$ cat src/rtl/pdr_pkg.sv
// Shared constants, types and the arctangent table of the phase derivative rotator.
`default_nettype none
package pdr_pkg;
  localparam int CORDIC_STAGES = 24;
  localparam int NST = (CORDIC_STAGES > 32) ? 32 : CORDIC_STAGES;
  localparam logic signed [63:0] TWO_PI_Q48 = 64'sh6487ED5110B46;
  localparam logic signed [35:0] PI_Q30 = 36'shC90FDAA2;
  localparam logic signed [35:0] HALF_PI_Q30 = 36'sh6487ED51;
  localparam logic signed [35:0] THREE_HALF_PI_Q30 = 36'sh12D97C7F3;
  localparam logic signed [35:0] TWO_PI_Q30 = 36'sh1921FB544;
  localparam logic signed [35:0] GAIN_INV_Q30 = 36'sh26DD3B6A;
  localparam int QDEPTH = 4;
  localparam int QAW = $clog2(QDEPTH);

  typedef struct packed {
    logic signed [31:0] rate;
    logic signed [31:0] re;
    logic signed [31:0] im;
    logic signed [35:0] z;
    logic neg;
  } front_item_t;

  function automatic logic signed [35:0] atan_q30(input logic [4:0] i);
    logic signed [35:0] r;
    case (i)
      5'd0: r = 36'sd843314857;
      5'd1: r = 36'sd497837829;
      5'd2: r = 36'sd263043837;
      5'd3: r = 36'sd133525159;
      5'd4: r = 36'sd67021687;
      5'd5: r = 36'sd33543516;
      5'd6: r = 36'sd16775851;
      5'd7: r = 36'sd8388437;
      5'd8: r = 36'sd4194283;
      5'd9: r = 36'sd2097149;
      5'd31: r = 36'sd0;
      default: r = 36'sd1 <<< (30 - i);
    endcase
    return r;
  endfunction
endpackage
`default_nettype wire

$ cat src/rtl/pdr_queue.sv
// Short item queue between the front and back parts.
`default_nettype none
module pdr_queue (
  input  wire logic clk,
  input  wire logic rst,
  input  wire logic wr,
  input  wire pdr_pkg::front_item_t wdata,
  input  wire logic rd,
  output pdr_pkg::front_item_t rdata,
  output logic empty,
  output logic [pdr_pkg::QAW:0] count
);
  pdr_pkg::front_item_t mem [pdr_pkg::QDEPTH];
  logic [pdr_pkg::QAW-1:0] wp, rp;
  always_ff @(posedge clk) begin
    if (rst) begin
      wp <= '0; rp <= '0; count <= '0;
    end else begin
      if (wr) wp <= wp + 1'b1;
      if (rd) rp <= rp + 1'b1;
      count <= count + (pdr_pkg::QAW+1)'(wr) - (pdr_pkg::QAW+1)'(rd);
    end
    if (wr) mem[wp] <= wdata;
  end
  assign rdata = mem[rp];
  assign empty = (count == '0);
endmodule
`default_nettype wire

$ cat config.mk
export PLATFORM = sky130hd
export DESIGN_NAME = pdr_queue
export DESIGN_NICKNAME = d
export VERILOG_FILES = /design/src/rtl/pdr_pkg.sv /design/src/rtl/pdr_queue.sv
export SDC_FILE = /design/constraint.sdc
export NUM_CORES = 1
export LEC_CHECK = 0
export BUFFER_PORTS_ARGS = -buffer_cell sky130_fd_sc_hd__buf_2
export CAP_MARGIN = 20
export CELL_PAD_IN_SITES_DETAIL_PLACEMENT = 1
export CELL_PAD_IN_SITES_GLOBAL_PLACEMENT = 1
export CORE_ASPECT_RATIO = 0.7
export CORE_MARGIN = 2
export CORE_UTILIZATION = 45
export CTS_CLUSTER_DIAMETER = 200
export DETAILED_ROUTE_END_ITERATION = 16
export GPL_TIMING_DRIVEN = 0
export PLACE_DENSITY = 0.72
export SLEW_MARGIN = 5
export SYNTH_ARGS = -nofsm -noshare
export SYNTH_HDL_FRONTEND = slang
export SYNTH_SLANG_ARGS = --single-unit
$ cat constraint.sdc
create_clock -name clk -period 4.3 [get_ports clk]
set_input_delay 0.43 -clock clk [delete_from_list [all_inputs] [get_ports clk]]
set_output_delay 0.43 -clock clk [all_outputs]
set_load 0.01 [all_outputs]
==> results by group <==
Placement
  • Port buffer count: 273
  • GPL Wtd Cong: ~0.69
  • DP HPWL: roughly 26000 um

Drt
  • Iter 0 DRT Violations: between 500 and 600
  • Via count: between 8000 and 9000
  • DRC errors left: 0
  • Post-DR vias/cell: approximately 5.2
  • Final ANT Viol Nets: 0
  • Routed Wire Length: 40300 um
  • Wire per inst: between 20 and 25 um
  • Pre-antenna DRT Iters: 6

GRT
  • GRT overflow: 0
  • Initial antenna violation count: 8
  • Vias in the first global route: approximately 9600
  • Met3 usage: between 5 and 6%
  • GR peak layer: met2
  • Largest net degree at the start of global routing: 56
  • Met2 Use GR: about 29%
  • Met1 Track Usage GR: between 20% and 30%
  • GRT Total Usage: a little under a fifth
  • First-pass GRT wire length: about 60000 um

Hold path
  • Worst hold endpoint: mem[1][7]
  • Critical hold path startpoint: wdata[7]
  • Hold Path Class: in -> reg
  • Hold Path Stages: 1

Synth
  • Syn Std Cell Area: slightly below 20000 um^2
  • Synth Instances: ~740
  • Mux cell area share after synthesis: roughly 15%
  • Adder-cell area share of the yosys netlist: 0.485%
  • Post-synth EDFFs: 532
  • Synth Area in Simple Gates: less than 1%
  • Syn_nets: 880
  • Commonest cells post-synth: edfxtp_1, mux4_2, buf_2, buf_6, dfxtp_1
  • Main combinational cell family by area after synthesis: multiplexers
  • Top-count cell post-synth: edfxtp_1
  • Compound-Gate Fraction of Synth Area: less than 1%
  • Synth area leaders: edfxtp_1, mux4_2, dfxtp_1
  • Leading area contributor after synthesis: edfxtp_1
  • Async SR Flop Fraction: 0%
  • Area share of the largest cell type after synthesis: about four fifths
  • Post-synth cell types: 19
  • Top_reg_cell synth: edfxtp_1
  • Yosys warns: 0
  • Avg Synthesized Cell Area: about 27 um^2
  • #FFs+latches synth: ~540
  • Seq/Total Area, Yosys: a little over 80%
  • XOR/XNOR Fraction of Synth Area: less than 1%

Timing
  • RSZ-0062 raised after global routing: no
  • Slew Limit Headroom: between 40% and 50%
  • Least-Margin Pin Slew: 0.828 ns
  • F_max: 0.353 GHz
  • Max Slew Vio Count: 0
  • # setup viols final: 0
  • Final hold slack: approximately 0.07 ns
  • Crit path time final: between 2 and 3 ns
  • Final hold vios: 0
  • Final period util: 65.9%
  • TNS Setup: 0 ns
  • Clk_skew: 0.0223 ns

Worst setup path
  • Crit end category: output port
  • Crit-path max FO: 10
  • RR Endpoint: mem[3][85]
  • Setup slack, reg-to-reg: ~2.3 ns
  • Register-to-Register Path Depth: 3
  • Worst setup SP type: flip-flop
  • Critical path type: reg -> out
  • RR Startpoint: wp[0]
  • WP data arrival: approximately 2.4 ns
  • Worst path required time: roughly 3.9 ns

Layout
  • Syn-to-layout area delta: 19.9%
  • Sequential cell area: 16200 um^2
  • Fill cells: around 3700
  • Fraction of layout cells with a size suffix above 1: roughly 46%
  • Final net count: 1214
  • Multi-input gate area: approximately 3200 um^2

Die
  • Row cnt: 63
  • Core region area: ~43000 um^2
  • DIE AREA: between 40000 and 50000 um^2
  • Die span in x: 253 um
  • Die Height: about 180 um
  • Top Ports: 274
  • Initial core utilization: 46.0%

Clock tree
  • Cts hold-fix bufs: 0
  • Clock Root Buffer: clkbuf_16
  • Setup bufs post-CTS: 0
  • Num Clock Sinks: between 500 and 600
  • Clock latency on the worst-skew pair: roughly 0.57 ns
  • Clk buf depth: 3
  • CTS HTree Levels: 2
  • Clk slew on worst S/H paths: approximately 0.060 ns
  • CTS resizes: 0
  • CTS tree: yes
  • CTS Buf Count: about 50

Power
  • Sw frac: between 20 and 25%
  • Clk pwr share: 36.9%
  • Peak supply drop: approximately 0.38 mV
  • Leakage: between 7 and 8 nW
  • Pwr/cell area: between 400 and 500 nW/um^2
  • P_sw: around 2.6 mW
  • Combinational share of power: about a tenth
  • Cell internal pwr: between 8 and 9 mW
  • Register share of total power: around 53%

Outcome
  • Status: finished, final reports clean

Flow run
  • Max cap viols: 0
[critical path: stages (launching register included)]
cell and delay, ns:
dfxtp_1 0.30, buf_2 0.25, buf_2 0.37, buf_2 0.36, mux4_2 0.36, buf_2 0.18
[kinds of logic after synthesis]
family | count (synthesis)
adder cells (fa/ha/maj) | 7
buffers and inverters | 36
multiplexers | 134
XOR/XNOR | 3
AO/OA/AOI/OAI | 2
AND/OR/NAND/NOR | 13
flip-flops | 541
[sequential cells by signal, indices dropped and copies added, names as in the netlist, named ones only]
signal and flops:
count 3, wp 2, mem 532, rp 2
[placed cells by master (no fill, tap or decap)]
cell type	instances
buf_16	8
xnor2_1	2
nor3_1	1
nor2b_1	2
dfxtp_1	9
a21oi_1	1
clkinv_4	1
fa_1	1
mux2i_1	1
clkbuf_1	19
clkinv_1	13
diode_2	7
clkinvlp_4	1
edfxtp_1	532
ha_1	6
nand3b_1	1
clkbuf_16	51
a21bo_2	1
bufinv_16	3
inv_1	6
xor3_1	1
and2_4	4
mux4_2	133
buf_2	288
inv_6	3
clkinv_2	10
buf_6	9
nor2_1	5
[final cells by class]
type	count	share of cell area (%)
sequential	541	68.7
multi-input combinational	159	13.8
timing repair buffer	281	6.75
buffer	30	0.846
clock inverter	31	0.985
tap	585	3.11
clock buffer	64	5.64
inverter	6	0.0958
antenna	7	0.0745
[worst max path at each step]
stage	startpoint	endpoint	depth (start not counted)
2_1_floorplan	wp[0]	mem[0][0]	3
3_3_place_gp	wr	mem[1][112]	2
3_5_place_dp	flip-flop	rdata[83]	5
4_1_cts	flip-flop	rdata[83]	5
5_1_grt	flip-flop	rdata[83]	5
6_report	flip-flop	rdata[108]	5
[per-layer routing]
metal / up-vias / routed length, um
met3: 58 / 3000
met2: 227 / 19900
met4: 6 / 670
met5: - / 34
li1: 3876 / -
met1: 4672 / 16800
[per-stage QoR]
stage	utilization (%)	cells	area, um^2	setup slack [ns]	power (mW)
finish	55.1	1704	23500	1.46	11.5
global placement	50.9	1594	21700	-2.36	7.39
global route	55.1	1698	23500	1.30	11.9
detailed placement	51.4	1602	21900	1.99	7.41
floorplan	-	736	19600	0.200	6.90
CTS	55.1	1697	23500	1.35	11.7
[power groups by stage]
stage / clock [mW] / sequential, mW / combinational, mW
3_3_place_gp: 0 / 6.28 / 1.11
2_1_floorplan: 0 / 6.25 / 0.648
4_1_cts: 4.37 / 6.13 / 1.18
6_report: 4.25 / 6.12 / 1.14
5_1_grt: 4.54 / 6.14 / 1.24
3_5_place_dp: 0 / 6.24 / 1.17
Note: power is estimated with default switching activity, not from simulation.
